[src/sv/tie_pkg.sv]
// Shared types for the Thumb instruction encoder.
// Holds the item descriptor passed from the front end to the back end.
// No dependencies.
`timescale 1ns / 1ps
`default_nettype none

package tie_pkg;

  // Classified item: up to two immediate-load parts, then up to two direct halfwords
  typedef struct packed {
    logic        err;     // single error result
    logic [2:0]  n0;      // halfwords of load part 0 (0, 1, 2 or 4)
    logic [3:0]  reg0;
    logic [31:0] data0;
    logic [2:0]  n1;      // halfwords of load part 1 (0, 1, 2 or 4)
    logic [3:0]  reg1;
    logic [31:0] data1;
    logic [1:0]  nt;      // direct halfwords (0..2)
    logic [15:0] hw_a;
    logic [15:0] hw_b;
    logic [3:0]  total;   // halfwords in the whole item (1..8)
  } tie_desc_t;

  // Status of the descriptor queue
  typedef struct packed {
    logic full;
    logic valid;
  } tie_fifo_stat_t;

endpackage

`default_nettype wire

[src/sv/tie_front.sv]
// Front end of the Thumb instruction encoder: checks operands and classifies an item.
// Produces one descriptor per item; depends on tie_pkg.
`timescale 1ns / 1ps
`default_nettype none

module tie_front (
  input  wire logic [4:0]         in_operation,
  input  wire logic [3:0]         in_first_register,
  input  wire logic [3:0]         in_second_register,
  input  wire logic [3:0]         in_condition_code,
  input  wire logic               in_force_wide_form,
  input  wire logic signed [24:0] in_branch_distance,
  input  wire logic [63:0]        in_immediate_value,
  output tie_pkg::tie_desc_t      desc
);
  import tie_pkg::*;

  localparam logic [4:0] OP_MOVIMM32 = 5'd0;
  localparam logic [4:0] OP_MOVIMM64 = 5'd1;
  localparam logic [4:0] OP_B        = 5'd2;
  localparam logic [4:0] OP_BCOND    = 5'd3;
  localparam logic [4:0] OP_CMP      = 5'd4;
  localparam logic [4:0] OP_CALL     = 5'd5;
  localparam logic [4:0] OP_MOV      = 5'd6;
  localparam logic [4:0] OP_ADD3     = 5'd7;
  localparam logic [4:0] OP_MVN      = 5'd8;
  localparam logic [4:0] OP_AND      = 5'd9;
  localparam logic [4:0] OP_PUSH     = 5'd10;
  localparam logic [4:0] OP_POP      = 5'd11;
  localparam logic [4:0] OP_ADDSP    = 5'd12;
  localparam logic [4:0] OP_SUBSP    = 5'd13;
  localparam logic [4:0] OP_LDRSP    = 5'd14;
  localparam logic [4:0] OP_LDR      = 5'd15;
  localparam logic [4:0] OP_STR      = 5'd16;
  localparam logic [4:0] OP_PUSHALL  = 5'd17;
  localparam logic [4:0] OP_POPRET   = 5'd18;

  localparam logic [15:0] HW_BLX_R7   = 16'h47B8;
  localparam logic [15:0] HW_PUSHALL  = 16'hB5F0;
  localparam logic [15:0] HW_POPRET   = 16'hBDF0;
  localparam logic [3:0]  CALL_REG    = 4'd7;
  localparam logic [3:0]  COND_LIMIT  = 4'd14;

  // Halfword count of a 32-bit immediate load: MOVS, MOVW or MOVW+MOVT
  function automatic logic [2:0] load_count(input logic [31:0] data);
    if (data[31:8] == 24'd0) begin
      return 3'd1;
    end else if (data[31:16] == 16'd0) begin
      return 3'd2;
    end else begin
      return 3'd4;
    end
  endfunction

  logic [4:0]         op;
  logic [3:0]         ra;
  logic [3:0]         rb;
  logic [3:0]         rb_next;
  logic [31:0]        imm_hi;
  logic [31:0]        imm_lo;
  logic signed [24:0] d;
  logic [24:0]        dm2;
  logic               bad;
  tie_desc_t          work;

  assign op      = in_operation;
  assign ra      = in_first_register;
  assign rb      = in_second_register;
  assign rb_next = ra + 4'd1;
  assign imm_hi  = in_immediate_value[63:32];
  assign imm_lo  = in_immediate_value[31:0];
  assign d       = in_branch_distance;
  assign dm2     = d - 25'sd2;

  // Validate operands and build the descriptor
  always_comb begin
    work  = '0;
    bad   = 1'b0;
    unique case (op)
      OP_MOVIMM32: begin
        work.n0    = load_count(imm_lo);
        work.reg0  = ra;
        work.data0 = imm_lo;
        bad = (imm_hi != 32'd0) || (imm_lo[31:8] == 24'd0 && ra[3]);
      end
      OP_MOVIMM64: begin
        work.n0    = load_count(imm_hi);
        work.reg0  = ra;
        work.data0 = imm_hi;
        work.n1    = load_count(imm_lo);
        work.reg1  = rb_next;
        work.data1 = imm_lo;
        bad = (ra == 4'd15) || (imm_hi[31:8] == 24'd0 && ra[3]) ||
              (imm_lo[31:8] == 24'd0 && rb_next[3]);
      end
      OP_B: begin
        if (!in_force_wide_form && d >= -25'sd2044 && d < 25'sd2050) begin
          work.nt   = 2'd1;
          work.hw_a = {5'b11100, dm2[11:1]};
        end else begin
          work.nt   = 2'd2;
          work.hw_a = {5'b11110, d[24], d[21:12]};
          work.hw_b = {2'b10, ~(d[23] ^ d[24]), 1'b1, ~(d[22] ^ d[24]), d[11:1]};
        end
        bad = d[0];
      end
      OP_BCOND: begin
        bad = d[0] || (in_condition_code >= COND_LIMIT);
        if (!in_force_wide_form && d >= -25'sd254 && d < 25'sd258) begin
          work.nt   = 2'd1;
          work.hw_a = {4'b1101, in_condition_code, dm2[8:1]};
        end else if (d >= -25'sd1048576 && d < 25'sd1048574) begin
          work.nt   = 2'd2;
          work.hw_a = {5'b11110, d[20], in_condition_code, d[17:12]};
          work.hw_b = {2'b10, d[18], 1'b0, d[19], d[11:1]};
        end else begin
          bad = 1'b1;
        end
      end
      OP_CMP: begin
        work.nt   = 2'd1;
        work.hw_a = {5'b00101, ra[2:0], in_immediate_value[7:0]};
        bad = ra[3] || (in_immediate_value[63:8] != 56'd0);
      end
      OP_CALL: begin
        work.n0    = load_count(imm_lo);
        work.reg0  = CALL_REG;
        work.data0 = imm_lo;
        work.nt    = 2'd1;
        work.hw_a  = HW_BLX_R7;
        bad = (imm_hi != 32'd0);
      end
      OP_MOV: begin
        work.nt   = 2'd1;
        work.hw_a = {8'h46, ra[3], rb, ra[2:0]};
      end
      OP_ADD3: begin
        work.nt   = 2'd1;
        work.hw_a = {7'b0001110, in_immediate_value[2:0], rb[2:0], ra[2:0]};
        bad = ra[3] || rb[3] || (in_immediate_value[63:3] != 61'd0);
      end
      OP_MVN: begin
        work.nt   = 2'd1;
        work.hw_a = {10'b0100001111, rb[2:0], ra[2:0]};
        bad = ra[3] || rb[3];
      end
      OP_AND: begin
        work.nt   = 2'd1;
        work.hw_a = {10'b0100000000, rb[2:0], ra[2:0]};
        bad = ra[3] || rb[3];
      end
      OP_PUSH: begin
        work.nt   = 2'd1;
        work.hw_a = {8'hB4, 8'd1 << ra[2:0]};
        bad = ra[3];
      end
      OP_POP: begin
        work.nt   = 2'd1;
        work.hw_a = {8'hBC, 8'd1 << ra[2:0]};
        bad = ra[3];
      end
      OP_ADDSP: begin
        work.nt   = 2'd1;
        work.hw_a = {9'b101100000, in_immediate_value[8:2]};
        bad = (in_immediate_value[1:0] != 2'd0) || (in_immediate_value == 64'd0) ||
              (in_immediate_value[63:9] != 55'd0);
      end
      OP_SUBSP: begin
        work.nt   = 2'd1;
        work.hw_a = {9'b101100001, in_immediate_value[8:2]};
        bad = (in_immediate_value[1:0] != 2'd0) || (in_immediate_value == 64'd0) ||
              (in_immediate_value[63:9] != 55'd0);
      end
      OP_LDRSP: begin
        work.nt   = 2'd1;
        work.hw_a = {5'b10011, ra[2:0], in_immediate_value[9:2]};
        bad = ra[3] || (in_immediate_value[1:0] != 2'd0) ||
              (in_immediate_value > 64'd1020);
      end
      OP_LDR: begin
        work.nt   = 2'd1;
        work.hw_a = {5'b01101, in_immediate_value[6:2], rb[2:0], ra[2:0]};
        bad = ra[3] || rb[3] || (in_immediate_value[1:0] != 2'd0) ||
              (in_immediate_value[63:7] != 57'd0);
      end
      OP_STR: begin
        work.nt   = 2'd1;
        work.hw_a = {5'b01100, in_immediate_value[6:2], rb[2:0], ra[2:0]};
        bad = ra[3] || rb[3] || (in_immediate_value[1:0] != 2'd0) ||
              (in_immediate_value[63:7] != 57'd0);
      end
      OP_PUSHALL: begin
        work.nt   = 2'd1;
        work.hw_a = HW_PUSHALL;
      end
      OP_POPRET: begin
        work.nt   = 2'd1;
        work.hw_a = HW_POPRET;
      end
      default: begin
        bad = 1'b1;
      end
    endcase

    // Replace with the single error result when any check failed
    if (bad) begin
      work      = '0;
      work.err  = 1'b1;
      work.nt   = 2'd1;
    end
    work.total = {1'b0, work.n0} + {1'b0, work.n1} + {2'b00, work.nt};
  end

  assign desc = work;

endmodule

`default_nettype wire

[src/sv/tie_desc_fifo.sv]
// Descriptor queue between the front and back ends of the Thumb encoder.
// Small register queue with a registered count; depends on tie_pkg.
`timescale 1ns / 1ps
`default_nettype none

module tie_desc_fifo #(
  parameter int DEPTH = 2
) (
  input  wire logic                   clk,
  input  wire logic                   rst_n,
  input  wire logic                   push,
  input  wire tie_pkg::tie_desc_t     push_desc,
  input  wire logic                   pop,
  output tie_pkg::tie_desc_t          head_desc,
  output tie_pkg::tie_fifo_stat_t     stat
);
  import tie_pkg::*;

  localparam int PTR_W = (DEPTH > 1) ? $clog2(DEPTH) : 1;
  localparam int CNT_W = $clog2(DEPTH + 1);
  localparam logic [PTR_W-1:0] LAST_PTR = PTR_W'(DEPTH - 1);
  localparam logic [CNT_W-1:0] FULL_CNT = CNT_W'(DEPTH);

  tie_desc_t         entry_r [DEPTH];
  logic [PTR_W-1:0]  wr_ptr_r, wr_ptr_nxt;
  logic [PTR_W-1:0]  rd_ptr_r, rd_ptr_nxt;
  logic [CNT_W-1:0]  count_r, count_nxt;
  logic              do_push;
  logic              do_pop;

  assign do_push = push && (count_r != FULL_CNT);
  assign do_pop  = pop && (count_r != '0);

  // Advance pointers with wrap and track fill level
  always_comb begin
    wr_ptr_nxt = wr_ptr_r;
    rd_ptr_nxt = rd_ptr_r;
    count_nxt  = count_r;
    if (do_push) begin
      wr_ptr_nxt = (wr_ptr_r == LAST_PTR) ? '0 : wr_ptr_r + 1'b1;
    end
    if (do_pop) begin
      rd_ptr_nxt = (rd_ptr_r == LAST_PTR) ? '0 : rd_ptr_r + 1'b1;
    end
    if (do_push && !do_pop) begin
      count_nxt = count_r + 1'b1;
    end else if (do_pop && !do_push) begin
      count_nxt = count_r - 1'b1;
    end
  end

  always_ff @(posedge clk) begin
    if (!rst_n) begin
      wr_ptr_r <= '0;
      rd_ptr_r <= '0;
      count_r  <= '0;
    end else begin
      wr_ptr_r <= wr_ptr_nxt;
      rd_ptr_r <= rd_ptr_nxt;
      count_r  <= count_nxt;
    end
  end

  // Store the pushed descriptor
  always_ff @(posedge clk) begin
    if (do_push) begin
      entry_r[wr_ptr_r] <= push_desc;
    end
  end

  assign head_desc  = entry_r[rd_ptr_r];
  assign stat.full  = (count_r == FULL_CNT);
  assign stat.valid = (count_r != '0);

endmodule

`default_nettype wire

[src/sv/tie_back.sv]
// Back end of the Thumb encoder: expands the head descriptor into halfwords
// in the result register, one per cycle while it is free or popped; depends on tie_pkg.
`timescale 1ns / 1ps
`default_nettype none

module tie_back (
  input  wire logic                    clk,
  input  wire logic                    rst_n,
  input  wire tie_pkg::tie_desc_t      head_desc,
  input  wire tie_pkg::tie_fifo_stat_t stat,
  output logic                         fifo_pop,
  input  wire logic                    out_pop,
  output logic                         out_empty,
  output logic [15:0]                  out_code_halfword,
  output logic                         out_last_halfword,
  output logic                         out_operand_error
);
  import tie_pkg::*;

  localparam logic [4:0] MOVS_TOP = 5'b00100;
  localparam logic [4:0] MOVW_TOP = 5'b11110;

  // Halfword j of an immediate load: MOVS, or MOVW pair then MOVT pair
  function automatic logic [15:0] load_hw(input logic [2:0] n, input logic [3:0] rg,
                                          input logic [31:0] data, input logic [1:0] j);
    logic [15:0] w;
    logic        top;
    w   = j[1] ? data[31:16] : data[15:0];
    top = j[1];
    if (n == 3'd1) begin
      return {MOVS_TOP, rg[2:0], data[7:0]};
    end else if (!j[0]) begin
      return {MOVW_TOP, w[11], 2'b10, top, 1'b1, 2'b00, w[15:12]};
    end else begin
      return {1'b0, w[10:8], rg, w[7:0]};
    end
  endfunction

  logic [2:0]  k_r, k_nxt;
  logic        out_valid_r, out_valid_nxt;
  logic [15:0] out_hw_r;
  logic        out_last_r;
  logic        out_err_r;
  logic [3:0]  k4;
  logic [3:0]  end0;
  logic [3:0]  end1;
  logic [3:0]  off;
  logic [15:0] hw;
  logic        is_last;
  logic        take;
  logic        emit;

  assign k4      = {1'b0, k_r};
  assign end0    = {1'b0, head_desc.n0};
  assign end1    = end0 + {1'b0, head_desc.n1};
  assign is_last = (k4 == head_desc.total - 4'd1);
  assign take    = !out_valid_r || out_pop;
  assign emit    = take && stat.valid;
  assign fifo_pop = emit && is_last;

  // Select the current halfword by segment
  always_comb begin
    off = '0;
    priority if (k4 < end0) begin
      hw = load_hw(head_desc.n0, head_desc.reg0, head_desc.data0, k_r[1:0]);
    end else if (k4 < end1) begin
      off = k4 - end0;
      hw  = load_hw(head_desc.n1, head_desc.reg1, head_desc.data1, off[1:0]);
    end else begin
      off = k4 - end1;
      hw  = off[0] ? head_desc.hw_b : head_desc.hw_a;
    end
  end

  // Advance the halfword index and the result register
  always_comb begin
    k_nxt         = k_r;
    out_valid_nxt = out_valid_r;
    if (emit) begin
      k_nxt         = is_last ? 3'd0 : k_r + 3'd1;
      out_valid_nxt = 1'b1;
    end else if (out_pop) begin
      out_valid_nxt = 1'b0;
    end
  end

  always_ff @(posedge clk) begin
    if (!rst_n) begin
      k_r         <= '0;
      out_valid_r <= 1'b0;
    end else begin
      k_r         <= k_nxt;
      out_valid_r <= out_valid_nxt;
    end
  end

  // Load result payload
  always_ff @(posedge clk) begin
    if (emit) begin
      out_hw_r   <= hw;
      out_last_r <= is_last;
      out_err_r  <= head_desc.err;
    end
  end

  assign out_empty         = !out_valid_r;
  assign out_code_halfword = out_hw_r;
  assign out_last_halfword = out_last_r;
  assign out_operand_error = out_err_r;

endmodule

`default_nettype wire

[src/sv/thumb_instruction_encoder_core.sv]
// Thumb / Thumb-2 instruction encoder, top level.
// Input side is a queue: an item is taken at a clock edge with in_push high and
// in_full low. Each item names one instruction and its operands.
// Result side is a queue: while out_empty is low the oldest halfword is on
// out_code_halfword with out_last_halfword and out_operand_error; it is taken at
// an edge with out_pop high. An item gives its halfwords in program order, the
// final one marked last; a bad operand gives one result with error and last set.
// The first halfword of an item passes through the descriptor queue and then the
// back end's result register before it is on the result ports.
// Throughput: one halfword per cycle while the queue holds an item and the
// back end's single result register is free or popped; an item gives one
// halfword if narrow, two for wide branches, up to eight for a 64-bit load.
// A descriptor queue of QUEUE_DEPTH entries sits between the checking front end
// and the expanding back end; in_full rises when it is full.
// When out_pop stays low the result holds and the queue fills, then in_full rises.
// Reset (rst_n low, synchronous) empties the queue and the result register.
// Depends on tie_pkg, tie_front, tie_desc_fifo and tie_back.
`timescale 1ns / 1ps
`default_nettype none

module thumb_instruction_encoder_core #(
  parameter int QUEUE_DEPTH = 2
) (
  input  wire logic               clk,
  input  wire logic               rst_n,
  input  wire logic               in_push,
  output logic                    in_full,
  input  wire logic [4:0]         in_operation,
  input  wire logic [3:0]         in_first_register,
  input  wire logic [3:0]         in_second_register,
  input  wire logic [3:0]         in_condition_code,
  input  wire logic               in_force_wide_form,
  input  wire logic signed [24:0] in_branch_distance,
  input  wire logic [63:0]        in_immediate_value,
  output logic                    out_empty,
  input  wire logic               out_pop,
  output logic [15:0]             out_code_halfword,
  output logic                    out_last_halfword,
  output logic                    out_operand_error
);
  import tie_pkg::*;

  tie_desc_t      front_desc;
  tie_desc_t      head_desc;
  tie_fifo_stat_t fifo_stat;
  logic           fifo_pop;
  logic           in_take;

  assign in_take = in_push && !fifo_stat.full;
  assign in_full = fifo_stat.full;

  // Check and classify the incoming item
  tie_front u_front (
    .in_operation       (in_operation),
    .in_first_register  (in_first_register),
    .in_second_register (in_second_register),
    .in_condition_code  (in_condition_code),
    .in_force_wide_form (in_force_wide_form),
    .in_branch_distance (in_branch_distance),
    .in_immediate_value (in_immediate_value),
    .desc               (front_desc)
  );

  // Hold classified items between the two ends
  tie_desc_fifo #(
    .DEPTH (QUEUE_DEPTH)
  ) u_fifo (
    .clk       (clk),
    .rst_n     (rst_n),
    .push      (in_take),
    .push_desc (front_desc),
    .pop       (fifo_pop),
    .head_desc (head_desc),
    .stat      (fifo_stat)
  );

  // Expand descriptors into halfwords
  tie_back u_back (
    .clk               (clk),
    .rst_n             (rst_n),
    .head_desc         (head_desc),
    .stat              (fifo_stat),
    .fifo_pop          (fifo_pop),
    .out_pop           (out_pop),
    .out_empty         (out_empty),
    .out_code_halfword (out_code_halfword),
    .out_last_halfword (out_last_halfword),
    .out_operand_error (out_operand_error)
  );

`ifndef SYNTH
  // An error result is a single zero halfword marked last
  a_err_shape: assert property (@(posedge clk) disable iff (!rst_n)
    (!out_empty && out_operand_error) |-> (out_last_halfword && out_code_halfword == 16'd0))
    else $error("error result not a single zero halfword");

  // A full queue always has a head for the back end
  a_full_valid: assert property (@(posedge clk) disable iff (!rst_n)
    fifo_stat.full |-> fifo_stat.valid)
    else $error("queue full without a valid head");

  // Back end pops the queue only while it holds an item and the result slot is free
  a_pop_valid: assert property (@(posedge clk) disable iff (!rst_n)
    fifo_pop |-> (fifo_stat.valid && (out_empty || out_pop)))
    else $error("queue popped without a head or a free result slot");

  // Leaving reset, both sides are empty
  a_reset_empty: assert property (@(posedge clk)
    (rst_n && !$past(rst_n)) |-> (out_empty && !in_full))
    else $error("block not empty after reset");
`endif

endmodule

`default_nettype wire

[config.mk]
export PLATFORM = sky130hd
export DESIGN_NAME = thumb_instruction_encoder_core
export DESIGN_NICKNAME = d
export VERILOG_FILES = /design/src/sv/tie_pkg.sv /design/src/sv/tie_front.sv /design/src/sv/tie_desc_fifo.sv /design/src/sv/tie_back.sv /design/src/sv/thumb_instruction_encoder_core.sv
export SDC_FILE = /design/constraint.sdc
export NUM_CORES = 1
export LEC_CHECK = 0
export ABC_CLOCK_PERIOD_IN_PS = 7400
export BUFFER_PORTS_ARGS = -buffer_cell sky130_fd_sc_hd__clkbuf_2
export CAP_MARGIN = 15
export CORE_AREA = 2 2 199 201
export DETAILED_ROUTE_END_ITERATION = 8
export DIE_AREA = 0 0 201 203
export MAX_ROUTING_LAYER = met4
export PLACE_DENSITY = 0.56
export SKIP_CTS_REPAIR_TIMING = 1
export SYNTH_ARGS = -nofsm -noshare
export SYNTH_HDL_FRONTEND = slang
export SYNTH_SLANG_ARGS = --single-unit
[constraint.sdc]
create_clock -name clk -period 7.4 [get_ports clk]
set_input_delay 1.48 -clock clk [delete_from_list [all_inputs] [get_ports clk]]
set_output_delay 1.48 -clock clk [all_outputs]
set_load 0.02 [all_outputs]
# Yosys cells after proc, flatten, opt, wreduce, memory -nomap -nowiden
# Memories as Yosys holds them, arrays and structs flattened. A register that Yosys moved wholly into a read port is not among the register bits.
# Cells that the tools add are included.
# W data, S select, Z words.
totals:
  reg_bits: 26
  rom_bits: 0
  mem_bits_rw: 234
  in_bits: 111
  n_memories: 1
  latch_bits: 0
op_classes:
  order_cmp: 10
  div_mod_pow: 0
  n_shift: 1
  reduce_logical: 54
  mul: 0
  bitwise: 4
  n_mux: 37
  eq_ne: 24
  add_sub_neg: 13
memory_table:
  columns: ["name", "depth", "width", "rd", "rd_ports_with_merged_regs", "wr", "line", "rtl"]
  rows:
  - ["u_fifo.entry_r", 2, 117, 1, 1, 1, "tie_desc_fifo.sv:24", "tie_desc_t entry_r [DEPTH];"]
ops:
  columns: ["cell", "count"]
  rows:
  - ["$pmux W18 S17", 1]
  - ["$mux W16", 11]
  - ["$mux W117", 1]
  - ["$pmux W39 S3", 1]
  - ["$gt A64 B10 Y1 const B", 1]
  - ["$logic_not A64 Y1", 1]
  - ["$reduce_bool A61 Y1", 1]
  - ["$reduce_bool A57 Y1", 1]
  - ["$reduce_bool A56 Y1", 1]
  - ["$reduce_bool A55 Y1", 1]
  - ["$logic_not A24 Y1", 2]
  - ["$eq A5 B4 Y1 const B", 8]
  - ["$mux W39", 1]
  - ["$mux W18", 2]
  - ["$mux W34", 1]
  - ["$logic_not A16 Y1", 2]
  - ["$pmux W16 S2", 1]
  - ["$reduce_bool A32 Y1", 1]
  - ["$ge A25 B12 Y1 const B", 1]
  - ["$ge A25 B21 Y1 const B", 1]
  - ["$ge A25 B9 Y1 const B", 1]
  - ["$lt A25 B10 Y1 const B", 1]
  - ["$lt A25 B13 Y1 const B", 1]
  - ["$lt A25 B21 Y1 const B", 1]
  - ["other kinds (37)", 99]

# Depth between registers and ports, before layout
logic_depth:
  ltp_word: 8
  mapped_depth: 18

# Hierarchy
# From an unflattened synthesis, not the netlist that was laid out.
hier_totals:
  cells_unflattened: 1224
  hier_area_um2: 14661.6
by_module_without_submodules:
  columns: ["mod", "instances", "seq_area_each_um2", "area_per_inst_um2", "cells_each"]
  rows:
  - ["tie_desc_fifo", 1, 7126.8, 8789.7, 389]
  - ["tie_front", 1, 0.0, 3657.3, 595]
  - ["tie_back", 1, 620.6, 2200.9, 239]
  - ["thumb_instruction_encoder_core", 1, 0.0, 13.8, 1]

# Worst setup path after synthesis
# OpenSTA, ideal clock, no wires.
synth_path:
  kind: "input -> register"
  from: "input in_push"
  to: "memory u_fifo.entry_r[0][0] (netlist name) (enable)"
  path_stages: 2
  setup_slack_ps: 493
  path_buffers: 0
  arrival_time_ps: 6318
  setup_time_ps: 589
  t_required_ps: 6811
  cell_sequence: "nand2_1 > nor2_1"
synth_via:
  elab_chain_cells: 4
synth_rtl:
  columns: ["item", "line", "rtl"]
  rows:
  - ["start: declaration", "thumb_instruction_encoder_core.sv:26", "input wire logic in_push,"]
  - ["$logic_and A1 B1 Y1", "thumb_instruction_encoder_core.sv:49", "assign in_take = in_push && !fifo_stat.full;"]
  - ["$logic_and A1 B1 Y1", "tie_desc_fifo.sv:31", "assign do_push = push && (count_r != FULL_CNT);"]
  - ["$mux W1", "tie_desc_fifo.sv:66", "if (do_push) begin"]
  - ["$mux W1 (not written as such)", "tie_desc_fifo.sv:67", "entry_r[wr_ptr_r] <= push_desc;"]
  - ["end: declaration", "tie_desc_fifo.sv:24", null]
# Every way passes these cells.

==> impl_metrics.py <==
metrics = {
    "logic_synthesis": {
        "synthesis.area_mm2": 0.0134,
        "syn_nets": 1226,
        "synth_top_flop_cell": "edfxtp_1",
        "netlist_instances": 1086,
        "synth-async-reset-ratio_pct": 0,
        "synth_edf_count": 246,
        "avgSynthCellArea_um2": 12.3,
        "synth-seq-area-share_pct": 56.6,
        "yosysUniqueCellTypes": 73,
        "ys_seq_elements": 255,
        "ys.warnings.count": 0,
    },
    "setup_path": {
        "cp_max_fo": 42,
        "rr_endpoint": "u_back.out_code_halfword[11]",
        "cp-startpoint": "in_operation[4]",
        "path_class": "primary input to flop",
        "ff2ff_path_depth": 12,
        "crit_required_ns": 7.68,
        "end_kind": "flop",
        "crit_end": "u_fifo.entry_r[1][3]",
        "worstSetupStartpointType": "primary input",
        "regToRegSetupSlack_ns": 3.07,
        "worst_ep_arrival_time_ns": 5.86,
    },
    "sta": {
        "whs_ns": 0.542,
        "worstMarginPinSlew_ns": 1.12,
        "setup_violations": 0,
        "hold_violations": 0,
        "finalCriticalPeriod_ns": 5.58,
        "post-route-period-util_pct": 75.5,
        "fin_ws_ns": 1.82,
        "drv_slew": 0,
        "slew_headroom_pct": 25.5,
        "grt_setup_unrepaired": "false",
        "max_freq_mhz": 179,
        "setup_tns_ns": 0,
        "skew_ns": 0.0400,
    },
    "route": {
        "m1WireLength_um": 18300,
        "drc": 0,
        "antenna_left": 0,
        "highest_layer": "met4",
        "post_drt_wl_per_cell_um": 22.6,
        "drt_iter0_drc": 1170,
        "met3_length_um": 2390,
        "vias": 9801,
        "firstDrtPassIters": 6,
        "via_per_inst": 5.65,
        "wl_met2_um": 17700,
        "routed_wl_um": 39300,
    },
    "global_route": {
        "grt_max_degree": 76,
        "grt_remaining_overflow": 0,
        "track_usage_pct": 19.5,
        "grt_pass1_wl_um": 59200,
        "grt_pass1_vias": 9341,
        "antenna_found_initial": 0,
    },
    "placed_design": {
        "port-buffer-count": 130,
        "gp_congestion": 0.956,
        "pre_cts_slack_ns": 1.31,
        "place_hpwl_um": 28500,
    },
    "worst_hold_path": {
        "min_path_type": "flop to flop",
        "min_path_cells": 2,
    },
    "cts": {
        "cts_tree": "built",
        "clkLatencyLatePin_ns": 0.56,
        "clkSinkCount": 255,
        "numCtsBuffers": 26,
        "root_buffer": "clkbuf_16",
        "clk_pin_slew_worst_paths_ns": 0.06,
        "h-tree-depth": 1,
        "cts_max_path_buffers": 3,
    },
    "die": {
        "ioPinCount": 131,
        "dieArea_mm2": 0.0408,
        "core_mm2": 0.0385,
        "start_util_pct": 34.8,
        "rows": 72,
        "die_h_um": 203,
        "die_w_um": 201,
    },
    "status": {
        "run_status": "finished clean",
    },
    "job": {
        "maxCapViolations": 0,
    },
    "power": {
        "p_leak_nw": 5.42,
        "powerDensity_mw_per_mm2": 317,
        "ir_worst_vdd_v": 0.000194,
        "p_total_mw": 4.88,
    },
    "final_layout": {
        "nFillCells": 3694,
        "seq_area_mm2": 0.00757,
        "final_cell_mix": "246 x edfxtp_1, 130 x clkbuf_2, 87 x nor2_1, 56 x nand2_1, 51 x o21ai_0",
        "nets": 1337,
        "syn2layout_area_growth_pct": 15.1,
        "diodes": 0,
        "final_common_cell": "edfxtp_1",
        "multiInputGateArea_mm2": 0.00542,
        "drive_above_1_share_pct": 22.1,
        "final_core_util_pct": 40.0,
    },
}
-- power by group --
part | switching (mW) | internal, mW | leakage (nW)
Clock | 0.550 | 0.715 | 0.405
Sequential | 0.100 | 1.92 | 2.47
Combinational | 1.03 | 0.561 | 2.54
Total | 1.68 | 3.20 | 5.42
-- layout make-up --
type,count,area share [%]
sequential,255,49.2
inverter,27,0.659
clock buffer,28,4.28
timing repair buffer,153,5.35
clock inverter,20,1.11
multi-input combinational,734,35.2
tap,518,4.21
-- sequential cells by signal, summed over array words and instances (netlist names), named ones only --
register / flops
u_back.k_r: 3
u_back.out_code_halfword: 16
u_back.out_last_halfword: 1
u_back.out_operand_error: 1
u_back.out_valid_r: 1
u_fifo.count_r: 2
u_fifo.entry_r: 228
u_fifo.rd_ptr_r: 1
u_fifo.wr_ptr_r: 1
-- critical path, stage by stage --
cell and delay [ns]:
clkbuf_2 0.30, or3_1 0.57, nor3_4 0.42, buf_4 0.37, inv_1 0.10, o21ai_1 0.17
a2111oi_2 0.10, and3_1 0.15, buf_4 0.24, inv_2 0.49, nor3_1 0.22, fa_1 0.46
ha_1 0.20, fa_1 0.37, xor2_1 0.18
-- cell usage after synthesis, types with 6 or more instances --
| master | number | share of area (%) |
|---|---|---|
| buf_2 | 20 | 0.75 |
| ha_1 | 25 | 2.3 |
| nor3_1 | 24 | 0.90 |
| nand2b_1 | 10 | 0.47 |
| nand3_1 | 30 | 1.1 |
| dfxtp_1 | 9 | 1.3 |
| xor2_1 | 9 | 0.59 |
| a21oi_1 | 42 | 1.6 |
| nand4_1 | 11 | 0.51 |
| xnor2_1 | 14 | 0.92 |
| clkbuf_1 | 42 | 1.2 |
| nor3b_2 | 9 | 0.84 |
| nor4_1 | 20 | 0.94 |
| and3_1 | 46 | 2.2 |
| a22o_1 | 6 | 0.39 |
| mux4_2 | 31 | 5.2 |
| o22ai_1 | 7 | 0.33 |
| nand2_1 | 56 | 1.6 |
| a31oi_1 | 21 | 0.98 |
| o21ai_0 | 51 | 1.9 |
| inv_1 | 26 | 0.73 |
| nor2b_1 | 15 | 0.70 |
| o211ai_1 | 8 | 0.45 |
| a221oi_1 | 10 | 0.65 |
| edfxtp_1 | 246 | 55 |
| nor2_1 | 89 | 2.5 |
| mux2i_1 | 37 | 2.8 |
| a211oi_1 | 7 | 0.39 |
| or3_1 | 7 | 0.33 |
| mux2_2 | 20 | 1.7 |
| a22oi_1 | 41 | 2.3 |
| and2_1 | 10 | 0.47 |
-- per-layer routing --
layer / vias up / global-route usage (%)
met3: 67 / 2.30
li1: 4467 / -
met1: 4889 / 28.4
met4: 0 / 5.00
met5: - / -
met2: 378 / 29.0
-- per-stage QoR --
stage,std cells,area [µm²]
4_1_cts,1735,15400
3_3_place_gp,1687,14600
2_1_floorplan,1086,13400
6_report,1735,15400
3_5_place_dp,1687,14600
5_1_grt,1735,15400
-- cells by family after synthesis --
logic type	Yosys count	synth area share (%)
AO/OA/AOI/OAI	245	12.3
buffers and inverters	97	3.08
multiplexers	88	9.67
adder cells (fa/ha/maj)	29	2.94
AND/OR/NAND/NOR	349	13.9
XOR/XNOR	23	1.51
flip-flops	255	56.6
-- how the worst min path moves through the flow --
stage	start	to	slack, ns
2_1_floorplan	u_fifo.count_r[1]	u_fifo.count_r[1]	0.49
3_3_place_gp	u_fifo.count_r[1]	u_fifo.count_r[1]	0.51
3_5_place_dp	u_fifo.count_r[1]	u_fifo.count_r[1]	0.52
4_1_cts	u_fifo.count_r[1]	u_fifo.count_r[1]	0.54
5_1_grt	u_fifo.count_r[1]	u_fifo.count_r[1]	0.57
6_report	u_fifo.count_r[1]	u_fifo.count_r[1]	0.54
(Power assumes the default switching activity.)
